## src/rtl/core/pls_pkg.sv

```systemverilog
// ----------------------------------------------------------------------------
// pls_pkg
// shared command, status, state and control types for the point list store
// ----------------------------------------------------------------------------
package pls_pkg;

    // command codes of an input item
    typedef enum logic [2:0] {
        CMD_PUSH   = 3'd0,
        CMD_POP    = 3'd1,
        CMD_DELETE = 3'd2,
        CMD_RADIUS = 3'd3,
        CMD_COUNT  = 3'd4,
        CMD_LENGTH = 3'd5
    } cmd_e_t;

    // status codes of a result item
    typedef enum logic [1:0] {
        ST_OK       = 2'd0,
        ST_EMPTY    = 2'd1,
        ST_NOTFOUND = 2'd2,
        ST_FULL     = 2'd3
    } status_t;

    // controller states
    typedef enum logic [2:0] {
        S_IDLE,
        S_SETUP,
        S_WALK,
        S_DONE
    } state_t;

    // controller to datapath
    typedef struct packed {
        logic capture;   // take the input item
        logic setup;     // clear walk state, square the radius
        logic walk;      // advance the entry walk
        logic finish;    // commit and emit the final result item
    } ctl_cmd_t;

    // datapath to controller
    typedef struct packed {
        logic walk_cmd;  // captured command needs a walk over the entries
        logic walk_done; // all entries read and the pipeline is drained
        logic out_free;  // output register can take a result item
    } ctl_stat_t;

endpackage

```

## src/rtl/core/point_list_store_top.sv

```systemverilog
// ----------------------------------------------------------------------------
// point_list_store_top
// push, pop and length: the item is taken, the setup and done states follow
// and the result is registered; delete and count walk the stored points one
// per cycle while the output is not stalled, and a radius query walks them
// too, with a further radius test stage after the squaring; every walk reads
// through the single read port of the ram
// one item in work at a time; a stalled output pauses the walk
// reset (async, active low) empties the store; the ram needs no clearing
// ----------------------------------------------------------------------------
module point_list_store_top #(
    parameter int DEPTH = 32
) (
    input  logic               clk,
    input  logic               rst_n,

    // input items
    input  logic               in_valid,
    output logic               in_stall,
    input  logic [2:0]         command,
    input  logic signed [15:0] point_x,
    input  logic signed [15:0] point_y,
    input  logic [15:0]        radius,

    // result items
    output logic               out_valid,
    input  logic               out_stall,
    output logic [1:0]         status,
    output logic signed [15:0] found_x,
    output logic signed [15:0] found_y,
    output logic               point_valid,
    output logic [5:0]         tally,
    output logic               last
);
    import pls_pkg::*;

    // controller and datapath talk only through these two groups
    ctl_cmd_t  ctl_cmd;
    ctl_stat_t ctl_stat;
    status_t   status_int;

    // sequencer: idle, setup, walk, done
    pls_ctrl u_ctrl (
        .clk      (clk),
        .rst_n    (rst_n),
        .in_valid (in_valid),
        .in_stall (in_stall),
        .stat     (ctl_stat),
        .cmd      (ctl_cmd)
    );

    // points live in a circular ram; the front moves on push and pop,
    // delete shifts the entries behind the match down one slot
    pls_dp #(
        .DEPTH (DEPTH)
    ) u_dp (
        .clk         (clk),
        .rst_n       (rst_n),
        .cmd         (ctl_cmd),
        .stat        (ctl_stat),
        .command     (command),
        .point_x     (point_x),
        .point_y     (point_y),
        .radius      (radius),
        .out_valid   (out_valid),
        .out_stall   (out_stall),
        .status      (status_int),
        .found_x     (found_x),
        .found_y     (found_y),
        .point_valid (point_valid),
        .tally       (tally),
        .last        (last)
    );

    assign status = status_int;

endmodule

```

## src/rtl/core/pls_ram.sv

```systemverilog
// ----------------------------------------------------------------------------
// pls_ram
// generic simple dual port ram, one write and one registered read per cycle
// ----------------------------------------------------------------------------
module pls_ram #(
    parameter int WIDTH = 32,
    parameter int DEPTH = 32
) (
    input  logic                                        clk,
    input  logic                                        we,
    input  logic [((DEPTH > 1) ? $clog2(DEPTH) : 1)-1:0] waddr,
    input  logic [WIDTH-1:0]                            wdata,
    input  logic                                        re,
    input  logic [((DEPTH > 1) ? $clog2(DEPTH) : 1)-1:0] raddr,
    output logic [WIDTH-1:0]                            rdata
);

    logic [WIDTH-1:0] mem [DEPTH];
    logic [WIDTH-1:0] rdata_reg;

    always_ff @(posedge clk)
    begin
        if (we)
        begin
            mem[waddr] <= wdata;
        end
        if (re)
        begin
            rdata_reg <= mem[raddr];
        end
    end

    assign rdata = rdata_reg;

endmodule

```

## src/rtl/core/pls_ctrl.sv

```systemverilog
// ----------------------------------------------------------------------------
// pls_ctrl
// command sequencer: accept, setup, entry walk, final result
// ----------------------------------------------------------------------------
module pls_ctrl (
    input  logic                clk,
    input  logic                rst_n,
    input  logic                in_valid,
    output logic                in_stall,
    input  pls_pkg::ctl_stat_t  stat,
    output pls_pkg::ctl_cmd_t   cmd
);
    import pls_pkg::*;

    state_t state_reg;
    state_t state_next;

    always_ff @(posedge clk or negedge rst_n)
    begin
        if (!rst_n)
        begin
            state_reg <= S_IDLE;
        end
        else
        begin
            state_reg <= state_next;
        end
    end

    always_comb
    begin
        state_next = state_reg;
        cmd        = '0;
        in_stall   = 1'b1;
        unique case (state_reg)
            S_IDLE:
            begin
                in_stall = 1'b0;
                if (in_valid)
                begin
                    cmd.capture = 1'b1;
                    state_next  = S_SETUP;
                end
            end
            S_SETUP:
            begin
                cmd.setup  = 1'b1;
                state_next = stat.walk_cmd ? S_WALK : S_DONE;
            end
            S_WALK:
            begin
                cmd.walk = 1'b1;
                if (stat.walk_done)
                begin
                    state_next = S_DONE;
                end
            end
            S_DONE:
            begin
                if (stat.out_free)
                begin
                    cmd.finish = 1'b1;
                    state_next = S_IDLE;
                end
            end
            default:
            begin
                state_next = S_IDLE;
            end
        endcase
    end

endmodule

```

## src/rtl/core/pls_dp.sv

```systemverilog
// ----------------------------------------------------------------------------
// pls_dp
// datapath: circular entry ram, walk pipeline, compare units, output register
// ----------------------------------------------------------------------------
module pls_dp #(
    parameter int DEPTH = 32
) (
    input  logic               clk,
    input  logic               rst_n,
    input  pls_pkg::ctl_cmd_t  cmd,
    output pls_pkg::ctl_stat_t stat,
    input  logic [2:0]         command,
    input  logic signed [15:0] point_x,
    input  logic signed [15:0] point_y,
    input  logic [15:0]        radius,
    output logic               out_valid,
    input  logic               out_stall,
    output pls_pkg::status_t   status,
    output logic signed [15:0] found_x,
    output logic signed [15:0] found_y,
    output logic               point_valid,
    output logic [5:0]         tally,
    output logic               last
);
    import pls_pkg::*;

    localparam int AW = (DEPTH > 1) ? $clog2(DEPTH) : 1;
    localparam int OW = $clog2(DEPTH + 1);
    localparam int SW = OW + 1;

    // captured item
    logic [2:0]  cmd_reg, cmd_next;
    logic [15:0] px_reg, px_next;
    logic [15:0] py_reg, py_next;
    logic [15:0] rad_reg, rad_next;
    logic [31:0] lim_reg, lim_next;

    // list state
    logic [AW-1:0] head_reg, head_next;
    logic [OW-1:0] occ_reg, occ_next;

    // walk pipeline
    logic [OW-1:0] rd_pos_reg, rd_pos_next;
    logic [OW-1:0] pos1_reg, pos1_next;
    logic          v1_reg, v1_next;
    logic          v2_reg, v2_next;
    logic          matched_reg, matched_next;
    logic [OW-1:0] cnt_reg, cnt_next;
    logic [31:0]   sqx_reg, sqx_next;
    logic [31:0]   sqy_reg, sqy_next;
    logic [31:0]   pt2_reg, pt2_next;
    logic [31:0]   pend_reg, pend_next;
    logic          pend_valid_reg, pend_valid_next;

    // output register
    logic          out_valid_reg, out_valid_next;
    status_t       status_reg, status_next;
    logic [15:0]   fx_reg, fx_next;
    logic [15:0]   fy_reg, fy_next;
    logic          pv_reg, pv_next;
    logic [5:0]    tally_reg, tally_next;
    logic          last_reg, last_next;

    // ram port
    logic          ram_we;
    logic [AW-1:0] ram_waddr;
    logic [31:0]   ram_wdata;
    logic          ram_re;
    logic [AW-1:0] ram_raddr;
    logic [31:0]   ram_rdata;

    logic out_free;
    logic issue;
    logic eq;
    logic in_radius;

    // logical position to ram address, relative to the front
    function automatic logic [AW-1:0] phys(input logic [AW-1:0] head,
                                           input logic [OW-1:0] pos);
        logic [SW-1:0] s;
        s = SW'(head) + SW'(pos);
        if (s >= SW'(DEPTH))
        begin
            s = s - SW'(DEPTH);
        end
        return s[AW-1:0];
    endfunction

    function automatic logic [31:0] sq16(input logic [15:0] v);
        logic [15:0] m;
        m = v[15] ? (~v + 16'd1) : v;
        return 32'(m) * 32'(m);
    endfunction

    pls_ram #(
        .WIDTH (32),
        .DEPTH (DEPTH)
    ) u_ram (
        .clk   (clk),
        .we    (ram_we),
        .waddr (ram_waddr),
        .wdata (ram_wdata),
        .re    (ram_re),
        .raddr (ram_raddr),
        .rdata (ram_rdata)
    );

    assign out_free  = !out_valid_reg || !out_stall;
    assign eq        = (ram_rdata == {px_reg, py_reg});
    assign in_radius = (33'(sqx_reg) + 33'(sqy_reg)) <= 33'(lim_reg);
    assign issue     = rd_pos_reg < occ_reg;

    assign stat.walk_cmd  = (occ_reg != '0) &&
                            (cmd_reg == CMD_DELETE || cmd_reg == CMD_RADIUS ||
                             cmd_reg == CMD_COUNT);
    assign stat.walk_done = (rd_pos_reg == occ_reg) && !v1_reg && !v2_reg;
    assign stat.out_free  = out_free;

    always_comb
    begin
        cmd_next        = cmd_reg;
        px_next         = px_reg;
        py_next         = py_reg;
        rad_next        = rad_reg;
        lim_next        = lim_reg;
        head_next       = head_reg;
        occ_next        = occ_reg;
        rd_pos_next     = rd_pos_reg;
        pos1_next       = pos1_reg;
        v1_next         = v1_reg;
        v2_next         = v2_reg;
        matched_next    = matched_reg;
        cnt_next        = cnt_reg;
        sqx_next        = sqx_reg;
        sqy_next        = sqy_reg;
        pt2_next        = pt2_reg;
        pend_next       = pend_reg;
        pend_valid_next = pend_valid_reg;
        out_valid_next  = out_valid_reg;
        status_next     = status_reg;
        fx_next         = fx_reg;
        fy_next         = fy_reg;
        pv_next         = pv_reg;
        tally_next      = tally_reg;
        last_next       = last_reg;
        ram_we          = 1'b0;
        ram_waddr       = '0;
        ram_wdata       = '0;
        ram_re          = 1'b0;
        ram_raddr       = phys(head_reg, rd_pos_reg);

        if (out_valid_reg && !out_stall)
        begin
            out_valid_next = 1'b0;
        end

        if (cmd.capture)
        begin
            cmd_next = command;
            px_next  = point_x;
            py_next  = point_y;
            rad_next = radius;
        end

        if (cmd.setup)
        begin
            lim_next        = 32'(rad_reg) * 32'(rad_reg);
            rd_pos_next     = '0;
            v1_next         = 1'b0;
            v2_next         = 1'b0;
            matched_next    = 1'b0;
            cnt_next        = '0;
            pend_valid_next = 1'b0;
        end

        // walk: read, then compare or square, then radius test
        if (cmd.walk && out_free)
        begin
            ram_re    = issue;
            v1_next   = issue;
            pos1_next = rd_pos_reg;
            if (issue)
            begin
                rd_pos_next = rd_pos_reg + OW'(1);
            end

            if (v1_reg)
            begin
                if (cmd_reg == CMD_COUNT && eq)
                begin
                    cnt_next = cnt_reg + OW'(1);
                end
                if (cmd_reg == CMD_DELETE)
                begin
                    if (matched_reg)
                    begin
                        // close the gap behind the deleted entry
                        ram_we    = 1'b1;
                        ram_waddr = phys(head_reg, pos1_reg - OW'(1));
                        ram_wdata = ram_rdata;
                    end
                    else if (eq)
                    begin
                        matched_next = 1'b1;
                    end
                end
            end
            v2_next  = v1_reg && (cmd_reg == CMD_RADIUS);
            sqx_next = sq16(ram_rdata[31:16]);
            sqy_next = sq16(ram_rdata[15:0]);
            pt2_next = ram_rdata;

            // hold one hit back so the final one can carry last
            if (v2_reg && in_radius)
            begin
                if (pend_valid_reg)
                begin
                    out_valid_next = 1'b1;
                    status_next    = ST_OK;
                    fx_next        = pend_reg[31:16];
                    fy_next        = pend_reg[15:0];
                    pv_next        = 1'b1;
                    tally_next     = 6'(occ_reg);
                    last_next      = 1'b0;
                end
                pend_next       = pt2_reg;
                pend_valid_next = 1'b1;
            end
        end

        if (cmd.finish)
        begin
            out_valid_next = 1'b1;
            status_next    = ST_OK;
            fx_next        = '0;
            fy_next        = '0;
            pv_next        = 1'b0;
            last_next      = 1'b1;
            unique case (cmd_reg)
                CMD_PUSH:
                begin
                    if (occ_reg >= OW'(DEPTH))
                    begin
                        status_next = ST_FULL;
                    end
                    else
                    begin
                        head_next = (head_reg == '0) ? AW'(DEPTH - 1) : head_reg - AW'(1);
                        ram_we    = 1'b1;
                        ram_waddr = head_next;
                        ram_wdata = {px_reg, py_reg};
                        occ_next  = occ_reg + OW'(1);
                    end
                    tally_next = 6'(occ_next);
                end
                CMD_POP:
                begin
                    if (occ_reg == '0)
                    begin
                        status_next = ST_EMPTY;
                    end
                    else
                    begin
                        head_next = (head_reg == AW'(DEPTH - 1)) ? '0 : head_reg + AW'(1);
                        occ_next  = occ_reg - OW'(1);
                    end
                    tally_next = 6'(occ_next);
                end
                CMD_DELETE:
                begin
                    if (occ_reg == '0)
                    begin
                        status_next = ST_EMPTY;
                    end
                    else if (matched_reg)
                    begin
                        occ_next = occ_reg - OW'(1);
                    end
                    else
                    begin
                        status_next = ST_NOTFOUND;
                    end
                    tally_next = 6'(occ_next);
                end
                CMD_RADIUS:
                begin
                    if (occ_reg == '0)
                    begin
                        status_next = ST_EMPTY;
                    end
                    else if (pend_valid_reg)
                    begin
                        fx_next = pend_reg[31:16];
                        fy_next = pend_reg[15:0];
                        pv_next = 1'b1;
                    end
                    tally_next = 6'(occ_reg);
                end
                CMD_COUNT:
                begin
                    tally_next = 6'(cnt_reg);
                end
                default:
                begin
                    tally_next = 6'(occ_reg);
                end
            endcase
        end
    end

    always_ff @(posedge clk or negedge rst_n)
    begin
        if (!rst_n)
        begin
            head_reg       <= '0;
            occ_reg        <= '0;
            rd_pos_reg     <= '0;
            v1_reg         <= 1'b0;
            v2_reg         <= 1'b0;
            matched_reg    <= 1'b0;
            cnt_reg        <= '0;
            pend_valid_reg <= 1'b0;
            out_valid_reg  <= 1'b0;
        end
        else
        begin
            head_reg       <= head_next;
            occ_reg        <= occ_next;
            rd_pos_reg     <= rd_pos_next;
            v1_reg         <= v1_next;
            v2_reg         <= v2_next;
            matched_reg    <= matched_next;
            cnt_reg        <= cnt_next;
            pend_valid_reg <= pend_valid_next;
            out_valid_reg  <= out_valid_next;
        end
    end

    always_ff @(posedge clk)
    begin
        cmd_reg    <= cmd_next;
        px_reg     <= px_next;
        py_reg     <= py_next;
        rad_reg    <= rad_next;
        lim_reg    <= lim_next;
        pos1_reg   <= pos1_next;
        sqx_reg    <= sqx_next;
        sqy_reg    <= sqy_next;
        pt2_reg    <= pt2_next;
        pend_reg   <= pend_next;
        status_reg <= status_next;
        fx_reg     <= fx_next;
        fy_reg     <= fy_next;
        pv_reg     <= pv_next;
        tally_reg  <= tally_next;
        last_reg   <= last_next;
    end

    assign out_valid   = out_valid_reg;
    assign status      = status_reg;
    assign found_x     = fx_reg;
    assign found_y     = fy_reg;
    assign point_valid = pv_reg;
    assign tally       = tally_reg;
    assign last        = last_reg;

endmodule
```

## config.mk

```make
export PLATFORM = sky130hd
export DESIGN_NAME = point_list_store_top
export DESIGN_NICKNAME = d
export VERILOG_FILES = /design/src/rtl/core/pls_pkg.sv /design/src/rtl/core/point_list_store_top.sv /design/src/rtl/core/pls_ram.sv /design/src/rtl/core/pls_ctrl.sv /design/src/rtl/core/pls_dp.sv
export SDC_FILE = /design/constraint.sdc
export NUM_CORES = 2
export LEC_CHECK = 0
export BUFFER_PORTS_ARGS = -buffer_cell sky130_fd_sc_hd__buf_4
export CORE_MARGIN = 5
export CORE_UTILIZATION = 55
export DETAILED_ROUTE_END_ITERATION = 10
export PLACE_DENSITY = 0.7
export SYNTH_ARGS = -nofsm -noshare
export SYNTH_HDL_FRONTEND = slang
export SYNTH_SLANG_ARGS = --single-unit
```

## constraint.sdc

```tcl
create_clock -name clk -period 9.3 [get_ports clk]
set_input_delay 0.465 -clock clk [delete_from_list [all_inputs] [get_ports clk]]
set_output_delay 0.465 -clock clk [all_outputs]
set_load 0.05 [all_outputs]
```

# After elaboration in Yosys (flattened, before gate mapping)

Memory sizes are Yosys's and may differ from the RTL's. A register that Yosys moved wholly into a read port is not among the register bits.
Cells that the tools add are included.

Register bits: 290
Memory bits (writable): 1024
Word-level logic and storage cells: 208
Memories kept: 1

Add/sub/neg operators: 14
Multipliers: 3
$lt $le $gt $ge: 5
Equal/unequal tests: 15
Muxes and demuxes: 109
Bitwise operators: 2
Reduce and logical (&&, ||, !) cells: 33

Memories:

| memory         | depth | bits a word | read ports | clocked after memory_dff | write ports | line          | text |
|---|---|---|---|---|---|---|---|
| u_dp.u_ram.mem | 32    | 32          | 1          | 1                        | 1           | pls_ram.sv:18 | `logic [WIDTH-1:0] mem [DEPTH];` |

Operator list:

| operator                                                                            | number |
|---|---|
| 16-bit 2-to-1 mux                                                                   | 16 |
| 32-bit 2-to-1 mux                                                                   | 7 |
| 16-bit by 16-bit multiplier with 32-bit output                                      | 3 |
| 6-bit 2-to-1 mux                                                                    | 15 |
| 5-bit 2-to-1 mux                                                                    | 13 |
| 1-bit 2-to-1 mux                                                                    | 43 |
| 32-bit by 32-bit adder with 33-bit output                                           | 1 |
| 33-bit by 32-bit <= comparator with 1-bit output                                    | 1 |
| 16-bit by 1-bit adder with 16-bit output, second input constant                     | 2 |
| 32-bit == test                                                                      | 1 |
| 16-bit inverter                                                                     | 2 |
| 6-bit one-hot mux with 4 select lines                                               | 1 |
| 6-bit by 1-bit adder with 6-bit output, second input constant                       | 3 |
| 6-bit one-hot mux with 3 select lines                                               | 1 |
| 5-bit by 1-bit subtractor with 5-bit output, second input constant                  | 3 |
| 5-bit by 6-bit adder with 7-bit output                                              | 2 |
| 7-bit by 6-bit greater-or-equal comparator with 1-bit output, second input constant | 2 |
| 2-bit 2-to-1 mux                                                                    | 7 |
| 3-bit by 2-bit == test with 1-bit output, second input constant                     | 4 |
| 3-bit one-hot mux with 4 select lines                                               | 1 |
| 6-bit by 1-bit subtractor with 6-bit output, second input constant                  | 2 |
| 5-bit one-hot mux with 2 select lines                                               | 1 |
| 2-bit nonzero test                                                                  | 5 |
| 3-bit 2-to-1 mux                                                                    | 3 |
| other kinds (22)                                                                    | 42 |

# Logic depth before layout (Yosys ltp)

Depth after elaboration: 11
Mapped depth: 32
Mapped depth without buffers: 29

# By module

A second synthesis with hierarchy kept.

Cells, all modules: 5763
Area, all modules: 75763.9 um2

By module, submodules not included:

| module   | instances | cells an instance | area an instance (um2) | seq. area each (um2) |
|---|---|---|---|---|
| pls_ram  | 1         | 2260              | 40812.9                | 31710.4 |
| pls_dp   | 1         | 3484              | 34764.6                | 8287.9 |
| pls_ctrl | 1         | 19                | 186.4                  | 50.0 |

# Worst setup path before layout

Ideal clock, no wire load.

Path type: register to register
Start: register u_dp.u_ram.rdata_reg[5], in the netlist u_dp.u_ram.rdata[5], read port of u_dp.u_ram.mem
End: register u_dp.sqy_reg[31], data pin
Arrival: 7.599 ns
Data required time: 9.032 ns
Slack: 1.434 ns
Stages on the path, launching flop included: 28
Buffers on the path: 1
Clock period less this slack: 7.866 ns
Cell sequence: edfxtp_1 -> buf_6 -> or4_4 -> or3_4 -> o21a_1 -> xor2_1 -> clkinv_1 -> nor2_1 -> fa_1 -> fa_1 -> inv_1 -> fa_1 -> inv_1 -> fa_1 -> fa_1 -> inv_1 -> fa_1 -> inv_1 -> ha_1 -> and2_1 -> a221oi_1 -> o21ai_0 -> o211ai_1 -> o21ai_0 -> o41ai_1 -> o21ai_0 -> o41ai_1 -> xnor2_1

Cells in the longest elaborated chain, start to end: 4

Ends and longest elaborated chain:

| what                                             | line          | text |
|---|---|---|
| start, declared                                  | pls_ram.sv:19 | `logic [WIDTH-1:0] rdata_reg;` |
| 16-bit inverter                                  | pls_dp.sv:91  | `m = v[15] ? (~v + 16'd1) : v;` |
| 16-bit by 1-bit adder with 16-bit output         | pls_dp.sv:91  |  |
| 16-bit 2-to-1 mux *                              | pls_dp.sv:91  |  |
| 16-bit by 16-bit multiplier with 32-bit output * | pls_dp.sv:92  | `return 32'(m) * 32'(m);` |
| end signal, assigned                             | pls_dp.sv:348 | `sqy_reg <= sqy_next;` |
| end, declared                                    | pls_dp.sv:50  | `logic [31:0] sqy_reg, sqy_next;` |

Every way passes the cells marked *; elsewhere a longest branch is shown, timed or not.
A chain may end at the register's enable or synchronous reset.

# Worst setup path after layout

Start: register u_dp.u_ram.rdata_reg[6], in the netlist u_dp.u_ram.rdata[6], read port of u_dp.u_ram.mem
End: register u_dp.sqy_reg[31], data pin

The elaborated chain is that of the path after synthesis.

==> impl_metrics.sql <==
INSERT INTO impl_metrics (metric_group, metric, value, unit) VALUES
('floorplanning', 'dieArea', '145000', 'µm²'),
('cts', 'clkLatencyLatePin', '780', 'ps'),
('floorplanning', 'starting_density_of_the_core', '55.5', '%'),
('placement', 'buffer_ports.inserted', '98', ''),
('floorplanning', 'chipWidth', '380', 'µm'),
('synth', 'synth_ff_type', 'sky130_fd_sc_hd__edfxtp_1', ''),
('timing', 'setup_violations', '0', ''),
('status', 'run_status', 'complete, no violations', ''),
('synth', 'synth-compound-area-share', '4.66', '%'),
('floorplanning', 'die-height', '380', 'µm'),
('synth', 'synth_cell_types', '89', ''),
('routing', 'drc_errors', '0', ''),
('cts', 'cts.repair_timing.setup_buffer_count', '0', ''),
('routing', 'routedWlPerCell', '24.3', 'µm'),
('setup_path', 'arrival', '9270', 'ps'),
('cells_and_area', 'registers.top_by_ff_count', 'u_dp.u_ram.mem', ''),
('synth', 'synth_fa_ha_area_share', '19.5', '%'),
('global_route', 'grt.total_usage', '25.8', '%'),
('global_route', 'grt_pass1_vias', '46415', ''),
('timing', 'maxClockFrequency', '114', 'MHz'),
('setup_path', 'worst-path-max-fanout', '11', ''),
('floorplanning', 'ioPinCount', '99', ''),
('synth', 'largest_family_of_logic_cells_by_synthesized_area', 'adder cells', ''),
('cts', 'clkTransAtPathRegs', '60', 'ps'),
('routing', 'drt-vias-per-instance', '5.89', ''),
('routing', 'routed_wirelength', '185', 'mm'),
('setup_path', 'critPathLaunchType', 'flip-flop', ''),
('timing', 'timing_worst_slew_pin_value', '1350', 'ps'),
('global_route', 'grt_pass1_wl', '281', 'mm'),
('timing', 'report.final.slew_viol_count', '0', ''),
('synth', 'postSynthAreaPerCell', '13.7', 'µm²'),
('placement', 'gp_congestion', '0.909', ''),
('synth', 'synth_simple_gate_area_share', '7.63', '%'),
('global_route', 'grt.met3_usage', '7.01', '%'),
('timing', 'timing.final.crit_share', '94.3', '%'),
('synth', 'syn_inst', '5491', ''),
('cells_and_area', 'layout.core_utilization', '61.7', '%'),
('cells_and_area', 'finish.net_count', '6658', ''),
('placement', 'place_ws', '586', 'ps'),
('cells_and_area', 'largest_register_ffs', '1024', ''),
('global_route', 'number_of_antenna_violations_at_the_first_check_in_global_routing', '5', ''),
('synth', 'mappedNetlistArea', '75400', 'µm²'),
('routing', 'postRouteAntennaNets', '0', ''),
('synth', 'synth-xor-area-share', '2.44', '%'),
('setup_path', 'criticalPathCategory', 'flip-flop to flip-flop', ''),
('flow_run', 'max-cap-violations', '0', ''),
('cts', 'clock-sinks', '1339', ''),
('cts', 'numCtsBuffers', '141', ''),
('routing', 'overall_via_count_from_detail_route', '44856', ''),
('timing', 'timing.final.hold_violations', '0', ''),
('routing', 'first_iter_violations', '4335', ''),
('setup_path', 'critPathRequiredTime', '9800', 'ps'),
('synth', 'share_of_cell_area_taken_by_muxes_after_synthesis', '7.72', '%'),
('cts', 'clock_tree.htree_level_count', '4', ''),
('placement', 'detailed_place_hpwl', '120', 'mm'),
('timing', 'timing.final.crit_period', '8770', 'ps'),
('synth', 'asyncSetResetFlopFracSynth', '2.24', '%'),
('setup_path', 'cp-end-kind', 'flip-flop', ''),
('global_route', 'maximum_number_of_pins_on_one_net_before_global_route_repair', '129', ''),
('cells_and_area', 'syn2layout_area_growth', '11.2', '%'),
('floorplanning', 'fp-row-count', '135', ''),
('global_route', 'routing_layer_with_the_top_usage_in_global_route', 'met2', ''),
('floorplanning', 'placeableCoreArea', '136000', 'µm²'),
('synth', 'seq_area_frac_synth', '53.1', '%'),
('cts', 'ctsLongestPathBuffers', '3', ''),
('min_path', 'timing.hold.worst.class', 'input pin to flip-flop', ''),
('synth', 'synth-edff-count', '1308', ''),
('cells_and_area', 'design_area', '83800', 'µm²'),
('cts', 'ctsRootBufferMaster', 'sky130_fd_sc_hd__clkbuf_16', ''),
('global_route', 'grt_use_met1', '33.1', '%'),
('placement', 'placedInstanceArea', '78900', 'µm²'),
('timing', 'fin_ws', '528', 'ps'),
('cells_and_area', 'share_of_layout_cells_above_drive_strength_1', '12.5', '%'),
('timing', 'rsz0062_at_grt', 'false', ''),
('cts', 'tritoncts', 'built', ''),
('timing', 'worst_slew_margin_rel', '10.0', '%'),
('global_route', 'grt.met2_usage', '42.8', '%'),
('synth', 'synth_seq_cells', '1339', ''),
('synth', 'yosysWarningCount', '0', ''),
('timing', 'setup-tns-final', '0', 'ps'),
('global_route', 'overflow', '0', ''),
('routing', 'drt_pre_antenna_iters', '6', ''),
('timing', 'fin_worst_skew', '31.4', 'ps');
area by class of cell:
type,count,area [µm²]
Inverter,788,2960
Sequential cell,1339,40000
Clock buffer,172,3690
Timing Repair Buffer,256,2080
Multi-Input combinational cell,3196,32100
Tap cell,1781,2230
Antenna cell,3,7.51
Clock inverter,77,726
Fill cell,10199,52000
cells in the final DEF (no fill, tap or decap), drive strengths merged, types with 142 or more instances in the layout:
master	Yosys	layout
edfxtp	1308	1308
inv	776	780
nand2	557	557
fa	492	492
ha	389	389
nor2	270	270
mux4	256	256
buf	40	203
nand3	202	202
clkbuf	148	172
o21ai	142	142
metal layers:
layer	share of wire (%)	wire, µm
met3	10	18400
met1	38	69500
met4	3.5	6400
met5	0.0070	13
met2	49	90700
through the flow:
stage               hold WS (ps)  std cells
floorplan                    169       5511
global placement             401       7307
detailed placement           405       7307
CTS                          102       7609
global route                 146       7609
finish                       158       7612
cells in the mapped netlist (9+ instances only):
cell type	n	area, µm²
sky130_fd_sc_hd__edfxtp_1	1308	39300
sky130_fd_sc_hd__inv_1	772	2900
sky130_fd_sc_hd__nand2_1	557	2090
sky130_fd_sc_hd__fa_1	492	9850
sky130_fd_sc_hd__ha_1	389	4870
sky130_fd_sc_hd__nor2_1	268	1010
sky130_fd_sc_hd__mux4_2	256	5770
sky130_fd_sc_hd__nand3_1	202	1010
sky130_fd_sc_hd__clkbuf_1	148	556
sky130_fd_sc_hd__o21ai_0	139	696
sky130_fd_sc_hd__a21oi_1	125	626
sky130_fd_sc_hd__xnor2_1	120	1050
sky130_fd_sc_hd__xor2_1	84	736
sky130_fd_sc_hd__a21o_1	66	495
sky130_fd_sc_hd__and2_1	59	369
sky130_fd_sc_hd__nor2b_1	57	357
sky130_fd_sc_hd__buf_1	36	135
sky130_fd_sc_hd__a22o_1	35	307
sky130_fd_sc_hd__nor3_1	35	175
sky130_fd_sc_hd__dfrtp_1	30	751
sky130_fd_sc_hd__o21a_1	22	165
sky130_fd_sc_hd__and3_1	20	125
sky130_fd_sc_hd__a211oi_1	19	143
sky130_fd_sc_hd__a31oi_1	19	119
sky130_fd_sc_hd__nand2b_1	19	119
sky130_fd_sc_hd__nand4_1	14	87.6
sky130_fd_sc_hd__clkinv_1	12	45.0
sky130_fd_sc_hd__nor4_1	12	75.1
sky130_fd_sc_hd__o211ai_1	12	90.1
sky130_fd_sc_hd__o21bai_1	12	90.1
sky130_fd_sc_hd__o31ai_1	12	90.1
sky130_fd_sc_hd__a211o_1	9	78.8
sky130_fd_sc_hd__or3_1	9	56.3
cells by family (layout without fill, tap and decap cells):
group,after synthesis,after routing
flops,1339,1339
compound gates,542,542
buf+inv,976,1293
simple gates,1283,1283
other cells,2,25
mux,261,261
xor+xnor,207,207
fa+ha+maj,881,881
timing repair:
action / 4_1_cts / 5_1_grt
hold buffers: 53 / 0
hold endpoints to repair: 82 / 0
gates resized for setup: 0 / 0
path summary, 6_finish.rpt:
path	startpoint	slack, ps	cells after the start	endpoint
worst max-delay path	u_dp.u_ram.rdata[6]	530	27	u_dp.sqy_reg[31]
worst max register to register	u_dp.u_ram.rdata[6]	530	27	u_dp.sqy_reg[31]
max in group asynchronous	rst_n	8810	2	u_ctrl.state_reg[0]
worst min-delay path	in_valid	160	3	u_ctrl.state_reg[0]
min in group asynchronous	rst_n	180	2	u_dp.occ_reg[4]
worst min register to register	u_dp.pt2_reg[29]	420	0	u_dp.pend_reg[29]
worst max-delay path, stage by stage, from the launching register on:
cell and delay [ps]:
sky130_fd_sc_hd__edfxtp_1 460, sky130_fd_sc_hd__or4_4 580, sky130_fd_sc_hd__or3_4 370, sky130_fd_sc_hd__nor3_4 150, sky130_fd_sc_hd__nand2b_2 90, sky130_fd_sc_hd__o31a_1 270
sky130_fd_sc_hd__xnor2_2 340, sky130_fd_sc_hd__inv_1 310, sky130_fd_sc_hd__nand2_1 200, sky130_fd_sc_hd__fa_1 440, sky130_fd_sc_hd__fa_1 540, sky130_fd_sc_hd__inv_1 60
sky130_fd_sc_hd__fa_1 500, sky130_fd_sc_hd__fa_1 510, sky130_fd_sc_hd__fa_1 490, sky130_fd_sc_hd__inv_1 50, sky130_fd_sc_hd__fa_1 470, sky130_fd_sc_hd__inv_1 40
sky130_fd_sc_hd__ha_1 310, sky130_fd_sc_hd__and2_1 190, sky130_fd_sc_hd__a221oi_1 300, sky130_fd_sc_hd__o21ai_0 180, sky130_fd_sc_hd__o211ai_1 290, sky130_fd_sc_hd__o21ai_0 200
sky130_fd_sc_hd__o41ai_1 420, sky130_fd_sc_hd__o21ai_0 230, sky130_fd_sc_hd__o41ai_1 360, sky130_fd_sc_hd__xnor2_1 130
Power is not shown: default switching activity piles up to over one toggle a cycle in this logic, so the estimate is an artifact.
